### config.mk
export PLATFORM = sky130hd
export DESIGN_NAME = acmm_lane
export DESIGN_NICKNAME = d
export VERILOG_FILES = /design/src/sv/acmm_pkg.sv /design/src/sv/acmm_lane.sv
export SDC_FILE = /design/constraint.sdc
export NUM_CORES = 1
export LEC_CHECK = 0
export BUFFER_PORTS_ARGS = -buffer_cell sky130_fd_sc_hd__buf_2
export CORE_ASPECT_RATIO = 2
export CORE_MARGIN = 2
export CORE_UTILIZATION = 45
export DETAILED_ROUTE_END_ITERATION = 6
export PLACE_DENSITY_LB_ADDON = 0.12
export REMOVE_ABC_BUFFERS = 1
export SLEW_MARGIN = 20
export SYNTH_ARGS = -nofsm -noshare
export SYNTH_HDL_FRONTEND = slang
export SYNTH_SLANG_ARGS = --single-unit
### constraint.sdc
create_clock -name clk -period 10.8 [get_ports clk]
set_input_delay 1.08 -clock clk [delete_from_list [all_inputs] [get_ports clk]]
set_output_delay 1.08 -clock clk [all_outputs]
set_load 0.01 [all_outputs]
### src/sv/acmm_pkg.sv
package acmm_pkg;

	// lane count of the ports; CHANNEL_COUNT enables the low lanes of these
	localparam int MAX_LANES = 8;
	localparam int LANE_BITS = $clog2(MAX_LANES);
	localparam int COUNT_W = $clog2(MAX_LANES + 1);
	localparam int ACTIVE_W = 4;
	localparam int ROUTE_W = MAX_LANES * MAX_LANES;

	// defaults for the top level parameters
	localparam int DEF_CHANNEL_COUNT = 8;
	localparam int DEF_SAMPLE_BITS = 16;

	// Q1.16 gain arithmetic
	localparam int FRAC_BITS = 16;
	localparam int RECIP_W = FRAC_BITS + 1;
	localparam int ROUND_HALF = 1 << (FRAC_BITS - 1);

	// rounded 1/n in Q1.16, indexed by the input count; zero count gives zero
	localparam logic [RECIP_W-1:0] RECIP_TABLE [16] = '{
		17'd0, 17'd65536, 17'd32768, 17'd21845, 17'd16384, 17'd13107, 17'd10923,
		17'd9362, 17'd8192, 17'd0, 17'd0, 17'd0, 17'd0, 17'd0, 17'd0, 17'd0
	};

	// register indexes of the configuration channel
	localparam int CFG_INDEX_W = 2;
	typedef enum logic [CFG_INDEX_W-1:0] {
		CFG_ROUTING    = 2'd0,
		CFG_DIV_GAIN   = 2'd1,
		CFG_MIN_OUTPUT = 2'd2
	} cfg_index_t;

	localparam logic [ROUTE_W-1:0] ROUTING_RESET = 64'h8040_2010_0804_0201;
	localparam logic [ACTIVE_W-1:0] MIN_OUTPUT_RESET = 4'd2;

endpackage

### src/sv/acmm_lane.sv
// One output lane: select and sum, optional gain multiply, round and saturate.
module acmm_lane #(
	parameter int SAMPLE_BITS = acmm_pkg::DEF_SAMPLE_BITS
) (
	input  logic                                  clk,
	input  logic [acmm_pkg::MAX_LANES-1:0]        sel_s1,
	input  logic signed [SAMPLE_BITS-1:0]         smp_s1 [acmm_pkg::MAX_LANES],
	input  logic                                  gain_en,
	output logic                                  used_s2,
	output logic signed [SAMPLE_BITS-1:0]         out_s4
);
	import acmm_pkg::*;

	localparam int SUM_W = SAMPLE_BITS + LANE_BITS;
	localparam int PROD_W = SUM_W + RECIP_W + 1;
	localparam int RND_W = PROD_W - FRAC_BITS;
	localparam logic signed [RND_W-1:0] SAT_HI =
		RND_W'((64'sd1 <<< (SAMPLE_BITS - 1)) - 64'sd1);
	localparam logic signed [RND_W-1:0] SAT_LO =
		RND_W'(-(64'sd1 <<< (SAMPLE_BITS - 1)));

	logic signed [SUM_W-1:0]  term_c [MAX_LANES];
	logic signed [SUM_W-1:0]  pair_c [MAX_LANES/2];
	logic signed [SUM_W-1:0]  quad_c [MAX_LANES/4];
	logic signed [SUM_W-1:0]  sum_c;
	logic [COUNT_W-1:0]       cnt_c;
	logic signed [SUM_W-1:0]  sum_s2;
	logic [COUNT_W-1:0]       cnt_s2;
	logic signed [SUM_W-1:0]  sum_s3;
	logic signed [PROD_W-1:0] prod_s3;
	logic                     gain_s3;
	logic signed [PROD_W-1:0] prod_rnd;
	logic signed [RND_W-1:0]  mix_val;
	logic signed [RND_W-1:0]  sat_val;

	// stage 2: sum and count of the selected inputs, summed as a balanced tree
	always_comb begin
		for (int i = 0; i < MAX_LANES; i++)
			term_c[i] = sel_s1[i] ? SUM_W'(smp_s1[i]) : '0;
		for (int i = 0; i < MAX_LANES / 2; i++)
			pair_c[i] = term_c[2*i] + term_c[2*i+1];
		for (int i = 0; i < MAX_LANES / 4; i++)
			quad_c[i] = pair_c[2*i] + pair_c[2*i+1];
		sum_c = quad_c[0] + quad_c[1];
		cnt_c = '0;
		for (int i = 0; i < MAX_LANES; i++) begin
			if (sel_s1[i])
				cnt_c = cnt_c + COUNT_W'(1);
		end
	end

	always_ff @(posedge clk) begin
		sum_s2  <= sum_c;
		cnt_s2  <= cnt_c;
		used_s2 <= (cnt_c != '0);
	end

	// stage 3: multiply by the rounded reciprocal of the count
	always_ff @(posedge clk) begin
		prod_s3 <= sum_s2 * $signed({1'b0, RECIP_TABLE[cnt_s2]});
		sum_s3  <= sum_s2;
		gain_s3 <= gain_en;
	end

	// stage 4: round half up, pick path, saturate
	always_comb begin
		prod_rnd = prod_s3 + PROD_W'(ROUND_HALF);
		mix_val  = gain_s3 ? prod_rnd[PROD_W-1:FRAC_BITS] : RND_W'(sum_s3);
		if (mix_val > SAT_HI)
			sat_val = SAT_HI;
		else if (mix_val < SAT_LO)
			sat_val = SAT_LO;
		else
			sat_val = mix_val;
	end

	always_ff @(posedge clk) begin
		out_s4 <= sat_val[SAMPLE_BITS-1:0];
	end

endmodule

# After elaboration in Yosys (flattened, before gate mapping)
# Memories as Yosys holds them, arrays and structs flattened.
# Cells that the tools add are included.
# word_totals
reg_bits	97
romBits	272
out_inout_bits	17
elab_cells	49
n_memories	1
# memory_table
memory	depth	width	read_ports	rd_clocked_by_memory_dff	wr	line_no	text
(no name shown)	16	17	1	0	0	acmm_lane.sv:60	prod_s3 <= sum_s2 * $signed({1'b0, RECIP_TABLE[cnt_s2]});
# classes
add_sub_neg	15
multipliers	1
n_lt_le_gt_ge	3
muxes	20
bitwise	1
reduce_logical	1
# op_table
op	n
$mux 19	8
$add 19x19->19	7
$add 37x17->37 const B	1
$mul 19x18->37	1
$mux 17	2
$add 4x1->4 const B	7
$mux 4	7
$gt 21x16->1 const B	1
$lt 21x16->1 const B	1
$mux 21	1
$mux 16	1
$ge 5x5->1 const B	1
$not 4->5	1
$reduce_bool 4->1	1
$mux 1	1

# Logic depth before layout (Yosys ltp)
# Gate-level depths: netlist of run 1.
# depth
ltp_word	16
ltp_mapped	28

# Worst setup path after synthesis of run 1
# Ideal clock, no wire load.
# synth_timing
path_kind	register to register
start	register cnt_s2[1]
end	register prod_s3[36]
arrival_ps	6877
slack_ps	3846
stages_incl_launch_ff	25
n_path_buf	3
period_less_slack_ps	6954
path_cell_list	dfxtp_1 -> clkbuf_1 -> inv_1 -> ha_1 -> and2_1 -> clkbuf_1 -> clkbuf_1 -> nand2_1 -> fa_1 -> inv_1 -> fa_1 -> fa_1 -> fa_1 -> fa_1 -> inv_1 -> fa_1 -> inv_1 -> ha_1 -> a21oi_1 -> o21bai_1 -> a21o_1 -> a22oi_1 -> a31oi_1 -> and4_1 -> nor3_1
# synth_via
elab_chain_len	5
# synth_rtl
element	line_no	text
from (decl)	acmm_lane.sv:28	logic [COUNT_W-1:0] cnt_s2;
from (signal assigned)	acmm_lane.sv:54	cnt_s2 <= cnt_c;
$not 4->5 (implied by the code)	acmm_lane.sv:60	
$mem_v2 16x17	n/a	
$mux 17 (implied by the code) (2 in series)	acmm_lane.sv:60	
$mul 19x18->37	acmm_lane.sv:60	
to (signal assigned)	acmm_lane.sv:60	
to (decl)	acmm_lane.sv:30	logic signed [PROD_W-1:0] prod_s3;
# No other way between the ends. The select of a mux whose other input is x is not followed.
# A chain may end at the register's enable or synchronous reset.

# Final worst setup path of run 1
# layout_timing
start	register cnt_s2[2]
end	register prod_s3[31]
# Same word-level chain as after synthesis.

==> results of run 1 <==
logic make-up (layout without fill, tap and decap cells):
logic type | Yosys count | in the layout | share of synthesized area (%)
flip-flops | 82 | 82 | 9.171
other | 0 | 2 | 0
adder cells (fa/ha/maj) | 544 | 544 | 55.77
AO/OA/AOI/OAI | 142 | 142 | 4.767
AND/OR/NAND/NOR | 513 | 513 | 13.97
XOR/XNOR | 76 | 76 | 4.012
multiplexers | 6 | 6 | 0.3495
buffers and inverters | 567 | 682 | 11.96
layer usage:
metal / vias to the layer above / wire, um / track usage, %
met5: - / 0 / 0
met4: 0 / 4697 / 20.32
met3: 192 / 1380 / 2.313
met2: 381 / 28750 / 52.26
met1: 6620 / 14720 / 21.87
li1: 5876 / - / -
stage by stage:
stage          cells  hold slack, ns  setup slack, ns
6_report        2572          0.4803            2.349
5_1_grt         2571          0.5400            1.758
4_1_cts         2570          0.4917            2.347
3_5_place_dp    2554          0.4942            2.369
3_3_place_gp    2554          0.4876            2.544
2_1_floorplan   1866          0.4398            3.117
cell usage in the layout (no fill, tap or decap), types with 3 or more instances in the layout:
cell,instances
sky130_fd_sc_hd__a31oi_1,6
sky130_fd_sc_hd__buf_2,154
sky130_fd_sc_hd__fa_1,423
sky130_fd_sc_hd__or2_2,3
sky130_fd_sc_hd__dfxtp_1,82
sky130_fd_sc_hd__or3_1,3
sky130_fd_sc_hd__o21a_1,4
sky130_fd_sc_hd__o21bai_1,4
sky130_fd_sc_hd__ha_1,121
sky130_fd_sc_hd__buf_4,9
sky130_fd_sc_hd__nand4_1,8
sky130_fd_sc_hd__mux2i_1,4
sky130_fd_sc_hd__nand2b_1,4
sky130_fd_sc_hd__and2_1,143
sky130_fd_sc_hd__a21o_1,9
sky130_fd_sc_hd__xor2_1,17
sky130_fd_sc_hd__nor2b_1,5
sky130_fd_sc_hd__nor3b_1,3
sky130_fd_sc_hd__clkbuf_16,9
sky130_fd_sc_hd__nand3_1,12
sky130_fd_sc_hd__nor3_1,13
sky130_fd_sc_hd__inv_1,503
sky130_fd_sc_hd__nor4_1,3
sky130_fd_sc_hd__nand2_1,250
sky130_fd_sc_hd__o21ai_0,44
sky130_fd_sc_hd__and3_1,26
sky130_fd_sc_hd__o211ai_1,6
sky130_fd_sc_hd__a21oi_1,47
sky130_fd_sc_hd__xnor2_1,55
sky130_fd_sc_hd__nor2_1,31
critical path, cell delays in order (launching register included):
cell                       delay [ns]
sky130_fd_sc_hd__dfxtp_1         0.49
sky130_fd_sc_hd__nor2b_1         0.77
sky130_fd_sc_hd__and2_1          0.73
sky130_fd_sc_hd__buf_4           0.29
sky130_fd_sc_hd__o21ai_0         0.23
sky130_fd_sc_hd__inv_1           0.24
sky130_fd_sc_hd__fa_1            0.49
sky130_fd_sc_hd__fa_1            0.86
sky130_fd_sc_hd__inv_1           0.32
sky130_fd_sc_hd__fa_1            0.55
sky130_fd_sc_hd__fa_1            0.51
sky130_fd_sc_hd__fa_1            0.51
sky130_fd_sc_hd__inv_1           0.05
sky130_fd_sc_hd__ha_1            0.33
sky130_fd_sc_hd__a211o_1         0.32
sky130_fd_sc_hd__nor2_1          0.35
sky130_fd_sc_hd__o211ai_1        0.44
sky130_fd_sc_hd__a21oi_1         0.33
sky130_fd_sc_hd__nor3_1          0.08
sky130_fd_sc_hd__or2_2           0.30
sky130_fd_sc_hd__xor2_1          0.14
layout make-up:
class | count | area (um2)
multi-input combinational | 1281 | 14160
inverter | 503 | 1888
tap | 525 | 656.9
sequential | 82 | 1642
fill | 3846 | 19820
antenna | 2 | 5.005
timing repair buffer | 163 | 838.3
clock inverter | 7 | 71.32
clock buffer | 9 | 225.2
registers in the layout, indices dropped and copies added, names as in the netlist:
signal	flops
cnt_s2	4
gain_s3	1
out_s4	16
prod_s3	22
sum_s2	19
sum_s3	19
used_s2	1
final timing paths:
| check | start | endpoint | slack, ns | cells after the start |
|---|---|---|---|---|
| worst max-delay path | cnt_s2[2] | prod_s3[31] | 2.35 | 20 |
| worst min-delay path | sum_s3[9] | out_s4[9] | 0.48 | 2 |
| worst max register to register | cnt_s2[2] | prod_s3[31] | 2.35 | 20 |
| worst min register to register | sum_s3[9] | out_s4[9] | 0.48 | 2 |
==> results.json, run 1 <==
{
  "post-route-drc-count": 0,
  "drt-pass1-iter-count": 5,
  "first_global_vias": 15480,
  "worst_setup_path_end_kind": "register",
  "cts_tree": "done",
  "clkTransAtPathRegs_ns": 0.07,
  "worstPathMaxFanout": 23,
  "gp_congestion": 0.9665,
  "tritoncts_num_sinks": 82,
  "data_arrival_time_of_the_critical_path_ns": 8.71,
  "dr_total_vias": 13070,
  "clock_tree.buffer_depth": 2,
  "layout_overhead_on_the_synthesized_area_pct": 8.850,
  "synth-edff-count": 0,
  "synth_most_common_cell": "sky130_fd_sc_hd__inv_1",
  "post_synth.cell_area_avg_um2": 9.274,
  "routedWlPerCell_um": 19.27,
  "grt_usage_pct": 25.57,
  "grt_pass1_wl_mm": 79.85,
  "setup_tns_ns": 0,
  "postLayoutCoreUtil_pct": 49.57,
  "grt_max_degree": 40,
  "ys_async_sr_fraction_pct": 0,
  "place_area_um2": 19170,
  "setup.worst_path.start_class": "register",
  "run_status": "finished clean",
  "grt_remaining_overflow": 0,
  "timing.slew.headroom_pct": 27.89,
  "mappedNetlistArea_um2": 17900,
  "timing_worst_slew_pin_value_ns": 1.081,
  "syn-instance-count": 1930,
  "core_area_um2": 39310,
  "drtAntennaViolNets": 0,
  "final-hold-violation-count": 0,
  "initial_antenna_violation_count": 1,
  "detail_route.vias_per_cell": 5.081,
  "layout_worst_path_cycle_share_pct": 78.25,
  "start_util_pct": 45.54,
  "synth_top_cell_area_share_pct": 47.31,
  "synth_seq_area_share_pct": 9.171,
  "holdCritPathClass": "register to register",
  "cts_resized": 0,
  "std_cell_rows": 103,
  "cts_inserted_buffers": 9,
  "report.final.slew_viol_count": 0,
  "skew_ns": 0.01707,
  "yosysWarnings": 0,
  "fmaxAchievable_mhz": 118.3,
  "postLayoutCellArea_um2": 19480,
  "timing.final.setup_violations": 0,
  "synth_cell_types": 56,
  "place.port_buffers": 154,
  "yosys_register_bits": 82,
  "drt_iter0_markers": 558,
  "die-area_um2": 41480,
  "post-route-min-period_ns": 8.451,
  "ctsHoldBuffers": 0,
  "post_synth_most_frequent_cells": "sky130_fd_sc_hd__inv_1 (503), sky130_fd_sc_hd__fa_1 (423), sky130_fd_sc_hd__nand2_1 (250)",
  "post_cts.repair.setup_buffers": 0,
  "worst-setup-path-type": "register to register",
  "synthFlopType": "sky130_fd_sc_hd__dfxtp_1",
  "synthDominantAreaCellType": "sky130_fd_sc_hd__fa_1",
  "max_cap_violations": 0,
  "detail_route.wirelength_mm": 49.55,
  "cp.required_ns": 11.06,
  "dpl.hpwl_mm": 43.15,
  "num_io_pins": 155,
  "h-tree-depth": 3,
  "die_h_um": 286.1,
  "die-width_um": 145.0,
  "clk_latency_ns": 0.37,
  "final_net_count": 2722,
  "layout-drive-gt1-share_pct": 9.682,
  "synth.area.top_cells": "sky130_fd_sc_hd__fa_1 (47%), sky130_fd_sc_hd__inv_1 (11%), sky130_fd_sc_hd__dfxtp_1 (9.2%)",
  "cts_root_buf": "sky130_fd_sc_hd__clkbuf_16",
  "rsz0062_at_grt": "no"
}
Power of run 1 is left out: the tool's default activity adds up to more than one toggle a clock period on the data nets, which glitch-free logic cannot reach.
==> inputs of run 2 (changes only) <==
==> constraint.sdc (replaced) <==
create_clock -name clk -period 7.16 [get_ports clk]
set_input_delay 0.716 -clock clk [delete_from_list [all_inputs] [get_ports clk]]
set_output_delay 0.716 -clock clk [all_outputs]
set_load 0.01 [all_outputs]
==> run 2 against run 1 <==
  * Maximum frequency grew 25%
  * First-iteration DRC count is 15% lower
  * Sequential cell count did not move
  * Register-to-register slack worse by 1.9 ns
  * Clock skew shrank 0.0059 ns
  * Critical path depth is 4 higher
  * Critical path type unchanged
  * Critical endpoint is now prod_s3[36]
  * Cell count increased by 1.4%
  * Global-route usage shrank 0.32 points
  * Wire length down 1.1%
  * Count of clock-buffer cells in the layout did not move
==> results.json, run 2 (synthesized netlist as in run 1, its figures left out) <==
{
  "run_status": "finished clean",
  "max_cap_violations": 0,
  "report.final.slew_viol_count": 0,
  "die-width_um": 145.0,
  "detail_route.wirelength_mm": 49.00,
  "postLayoutCoreUtil_pct": 50.36,
  "rsz0062_at_grt": "no",
  "postLayoutCellArea_um2": 19800,
  "post-route-drc-count": 0,
  "place.detailed.instances": 2591,
  "r2r_start": "cnt_s2[0]",
  "crit_path_start": "cnt_s2[0]",
  "place.port_buffers": 154,
  "place_area_um2": 19480,
  "cts_tree": "done",
  "die_h_um": 286.1,
  "std_cell_rows": 103,
  "cts_root_buf": "sky130_fd_sc_hd__clkbuf_16",
  "drtAntennaViolNets": 0,
  "timing.slew.headroom_pct": 42.43,
  "timing.final.setup_violations": 0,
  "fmaxAchievable_mhz": 148.2,
  "data_arrival_time_of_the_critical_path_ns": 7.03,
  "grt_max_degree": 40,
  "reg2reg_depth": 24,
  "cp.required_ns": 7.44,
  "timing_worst_slew_pin_value_ns": 0.8606,
  "fill_cells": 3751,
  "core_area_um2": 39310,
  "tritoncts_num_sinks": 82,
  "layout.cells.most_common_list": "sky130_fd_sc_hd__inv_1 (503), sky130_fd_sc_hd__fa_1 (421), sky130_fd_sc_hd__nand2_1 (250)",
  "holdPathStages": 1,
  "num_io_pins": 155,
  "initial_antenna_violation_count": 0,
  "holdCritPathClass": "input pin to register",
  "ff2ff_setup_slack_ns": 0.41,
  "h-tree-depth": 3,
  "worst_r2r_endpoint": "prod_s3[36]",
  "worst_setup_path_end_kind": "register",
  "drt-pass1-iter-count": 5,
  "setup.worst_path.start_class": "register",
  "clk_latency_ns": 0.37,
  "dr_total_vias": 13120,
  "post_cts.repair.setup_buffers": 0,
  "crit_end": "prod_s3[36]",
  "grt_usage_pct": 25.25,
  "layout-drive-gt1-share_pct": 11.38,
  "worstPathMaxFanout": 9,
  "final_net_count": 2759,
  "start_util_pct": 45.54,
  "final_cell_count_no_fill": 2607,
  "max_flop_register": "prod_s3",
  "routedWlPerCell_um": 18.80,
  "first_global_vias": 15700,
  "layout.cells.most_common": "sky130_fd_sc_hd__inv_1",
  "final-hold-violation-count": 0,
  "grt_pass1_wl_mm": 79.35,
  "top_regs": "prod_s3 (22), sum_s2 (19), sum_s3 (19)",
  "cts_inserted_buffers": 9,
  "clkTransAtPathRegs_ns": 0.07,
  "layout_worst_path_cycle_share_pct": 94.24,
  "grt_remaining_overflow": 0,
  "layout_overhead_on_the_synthesized_area_pct": 10.60,
  "ctsHoldBuffers": 0,
  "drt_iter0_markers": 474,
  "skew_ns": 0.01115,
  "post-route-min-period_ns": 6.747,
  "worst-setup-path-type": "register to register",
  "timing.hold.ws_ns": 0.4453,
  "dpl.hpwl_mm": 43.53,
  "largest_register_ff_count": 22,
  "detail_route.vias_per_cell": 5.033,
  "ant_diodes": 0,
  "die-area_um2": 41480,
  "clock_tree.buffer_depth": 2,
  "gp_congestion": 0.9584
}
run 2: final cells by class:
class,instances,area (um2),area share [%]
Inverter,503,1888,9.537
Clock inverter,7,72.57,0.3666
Tap cell,525,656.9,3.318
Sequential cell,82,1643,8.299
Timing Repair Buffer,200,1154,5.827
Clock buffer,9,225.2,1.138
Multi-Input combinational cell,1281,14160,71.51
run 2: through the flow:
step | TNS [ns] | setup slack [ns]
floorplan | -4.347 | -0.5228
global placement | 0 | 0.1850
detailed placement | 0 | 0.1018
CTS | 0 | 0.08668
global route | 0 | 0.01351
finish | 0 | 0.4125
run 2: layer usage:
metal  GRT usage (%)  wire (um)
met2           52.38      28910
met3           2.344       1447
met4           18.14       4070
met5               0          0
met1           21.70      14570
run 2: worst min path at each step:
stage	end	startpoint
after floorplan	sum_s3[0]	sum_s2[0]
after global placement	out_s4[9]	sum_s3[9]
after detailed placement	out_s4[9]	sum_s3[9]
after CTS	gain_s3	gain_en
after global routing	gain_s3	gain_en
final	gain_s3	gain_en
run 2: what timing repair did:
| item | in CTS | in global routing |
|---|---|---|
| gates resized for setup | 0 | 8 |
| endpoints found under the setup margin | 0 | 16 |
| hold endpoints to repair | 0 | 0 |
run 2: critical path, stage by stage (launching register included):
cell,delay (ns)
sky130_fd_sc_hd__dfxtp_1,0.34
sky130_fd_sc_hd__inv_1,0.11
sky130_fd_sc_hd__ha_1,0.18
sky130_fd_sc_hd__nand2_1,0.05
sky130_fd_sc_hd__o21bai_1,0.55
sky130_fd_sc_hd__buf_4,0.30
sky130_fd_sc_hd__and2_1,0.20
sky130_fd_sc_hd__inv_1,0.08
sky130_fd_sc_hd__fa_1,0.51
sky130_fd_sc_hd__inv_1,0.13
sky130_fd_sc_hd__fa_1,0.56
sky130_fd_sc_hd__inv_1,0.05
sky130_fd_sc_hd__fa_1,0.54
sky130_fd_sc_hd__inv_1,0.06
sky130_fd_sc_hd__fa_1,0.52
sky130_fd_sc_hd__fa_1,0.55
sky130_fd_sc_hd__inv_1,0.05
sky130_fd_sc_hd__fa_1,0.52
sky130_fd_sc_hd__inv_1,0.04
sky130_fd_sc_hd__ha_1,0.32
sky130_fd_sc_hd__or2_2,0.31
sky130_fd_sc_hd__a21oi_1,0.20
sky130_fd_sc_hd__a31oi_2,0.09
sky130_fd_sc_hd__and4_1,0.22
sky130_fd_sc_hd__nor3_1,0.19
Power of run 2 is left out for the same reason.
==> inputs of run 3 (changes only) <==
--- a/config.mk
+++ b/config.mk
@@ -9,8 +9,10 @@
 export CORE_ASPECT_RATIO = 2
 export CORE_MARGIN = 2
 export CORE_UTILIZATION = 45
+export CTS_CLUSTER_DIAMETER = 150
 export DETAILED_ROUTE_END_ITERATION = 6
 export PLACE_DENSITY_LB_ADDON = 0.12
+export RECOVER_POWER = 100
 export REMOVE_ABC_BUFFERS = 1
 export SLEW_MARGIN = 20
 export SYNTH_ARGS = -nofsm -noshare
==> run 3 against run 2 <==
  * The run now ends with max-capacitance violations, max-slew violations left
  * Sequential cell count unchanged
  * Global-route usage unchanged
  * Hold slack hardly changed
  * Via count barely moved
  * Wire length is 0.13% higher
  * Final area decreased by 0.63%
  * Core utilization is 0.32 points lower
  * Critical path type unchanged
  * Critical endpoint unchanged
==> results.json, run 3 (synthesized netlist as in run 1, its figures left out) <==
{
  "place_area_um2": 19480,
  "layout_overhead_on_the_synthesized_area_pct": 9.905,
  "std_cell_rows": 103,
  "holdCritPathClass": "input pin to register",
  "crit_path_max_incr_delay_ns": 0.56,
  "timing.final.setup_violations": 0,
  "multi_input_comb_area_um2": 14110,
  "reg2reg_depth": 24,
  "place.detailed.instances": 2591,
  "final-hold-violation-count": 0,
  "die-width_um": 145.0,
  "tritoncts_num_sinks": 82,
  "run_status": "finished with violations",
  "detail_route.vias_per_cell": 5.035,
  "grt_usage_pct": 25.25,
  "post-route-min-period_ns": 6.769,
  "slowest_stage": "sky130_fd_sc_hd__o21bai_1",
  "critical_path_depth": 24,
  "worst_setup_path_end_kind": "register",
  "clkTransAtPathRegs_ns": 0.07,
  "cts_inserted_buffers": 9,
  "crit_chain": "inv_1 > ha_1 > nand2_1 > o21bai_1 > buf_4 > and2_1 > inv_1 > fa_1 > inv_1 > fa_1 > inv_1 > fa_1 > inv_1 > fa_1 > fa_1 > inv_1 > fa_1 > inv_1 > ha_1 > or2_2 > a21oi_1 > a31oi_2 > and4_1 > nor3_1",
  "cp.required_ns": 7.44,
  "worstPathMaxFanout": 9,
  "report.final.slew_viol_count": 16,
  "drtAntennaViolNets": 0,
  "worst-setup-path-type": "register to register",
  "holdPathStages": 1,
  "final_cell_count_no_fill": 2608,
  "clock_tree.buffer_depth": 2,
  "num_io_pins": 155,
  "detail_route.wirelength_mm": 49.06,
  "initial_antenna_violation_count": 0,
  "gp_congestion": 0.9584,
  "data_arrival_time_of_the_critical_path_ns": 7.05,
  "post-route-drc-count": 0,
  "timing_worst_slew_pin_value_ns": 2.461,
  "final_net_count": 2759,
  "layout-drive-gt1-share_pct": 9.462,
  "worstPathBufferInverterCount": 8,
  "core_area_um2": 39310,
  "die_h_um": 286.1,
  "postLayoutCellArea_um2": 19670,
  "rsz0062_at_grt": "no",
  "cts_root_buf": "sky130_fd_sc_hd__clkbuf_16",
  "seqCellArea_um2": 1643,
  "dr_total_vias": 13130,
  "timing.critical_path.max_delay_family": "adder cells",
  "layout.cells.most_common_list": "sky130_fd_sc_hd__inv_1 (503), sky130_fd_sc_hd__fa_1 (421), sky130_fd_sc_hd__nand2_1 (250)",
  "fill_cells": 3785,
  "cts_tree": "done",
  "largest_register_ff_count": 22,
  "skew_ns": 0.01136,
  "layout.cells.most_common": "sky130_fd_sc_hd__inv_1",
  "drt-pass1-iter-count": 5,
  "timing.slew.headroom_pct": -66.18,
  "first_global_vias": 15700,
  "layout_worst_path_cycle_share_pct": 94.54,
  "grt_remaining_overflow": 0,
  "place.port_buffers": 154,
  "setup.worst_path.start_class": "register",
  "top_regs": "prod_s3 (22), sum_s2 (19), sum_s3 (19)",
  "grt_pass1_wl_mm": 79.35,
  "max_cap_violations": 1,
  "dpl.hpwl_mm": 43.53,
  "routedWlPerCell_um": 18.81,
  "h-tree-depth": 3,
  "drt_iter0_markers": 456,
  "violations": "max-capacitance violations, max-slew violations",
  "max_flop_register": "prod_s3",
  "setup_tns_ns": 0,
  "clk_latency_ns": 0.37,
  "grt_max_degree": 40,
  "path_common_cell": "sky130_fd_sc_hd__inv_1",
  "start_util_pct": 45.54,
  "fmaxAchievable_mhz": 147.7,
  "die-area_um2": 41480
}
==> run 3: worst paths after layout <==
kind             start          end  slack [ns]
max reg2reg  cnt_s2[0]  prod_s3[36]        0.39
max          cnt_s2[0]  prod_s3[36]        0.39
min reg2reg  sum_s3[9]    out_s4[9]        0.49
min            gain_en      gain_s3        0.45
==> run 3: metrics by stage <==
step / utilization [%] / hold WS [ns] / setup WS (ns)
after floorplan: - / 0.4398 / -0.5228
final: 50.05 / 0.4456 / 0.3907
after global placement: 49.50 / 0.4993 / 0.1850
after CTS: 50.31 / 0.4257 / 0.08668
after global routing: 50.04 / 0.4320 / 0.01296
after detailed placement: 49.55 / 0.5044 / 0.1018
==> run 3: repair_timing <==
action / in CTS / in global routing
setup buffers: 0 / 0
hold buffers: 0 / 0
setup endpoints to repair: 0 / 16
resized for setup: 0 / 8
==> run 3: cell type report <==
cell class                 count  share of cell area [%]
sequential                    82                   8.351
antenna                        1                 0.01272
multi-input combinational   1281                   71.75
inverter                     503                   9.597
clock inverter                 7                  0.3689
tap                          525                   3.339
timing repair buffer         200                   5.438
clock buffer                   9                   1.145
==> run 3: metal layers <==
metal,vias to the layer above,GRT usage [%],wire length [um]
li1,5949,-,-
met1,6660,21.70,14700
met2,355,52.38,28770
met3,166,2.344,1382
met4,0,18.14,4210
met5,-,0,0
Power of run 3 is left out for the same reason.
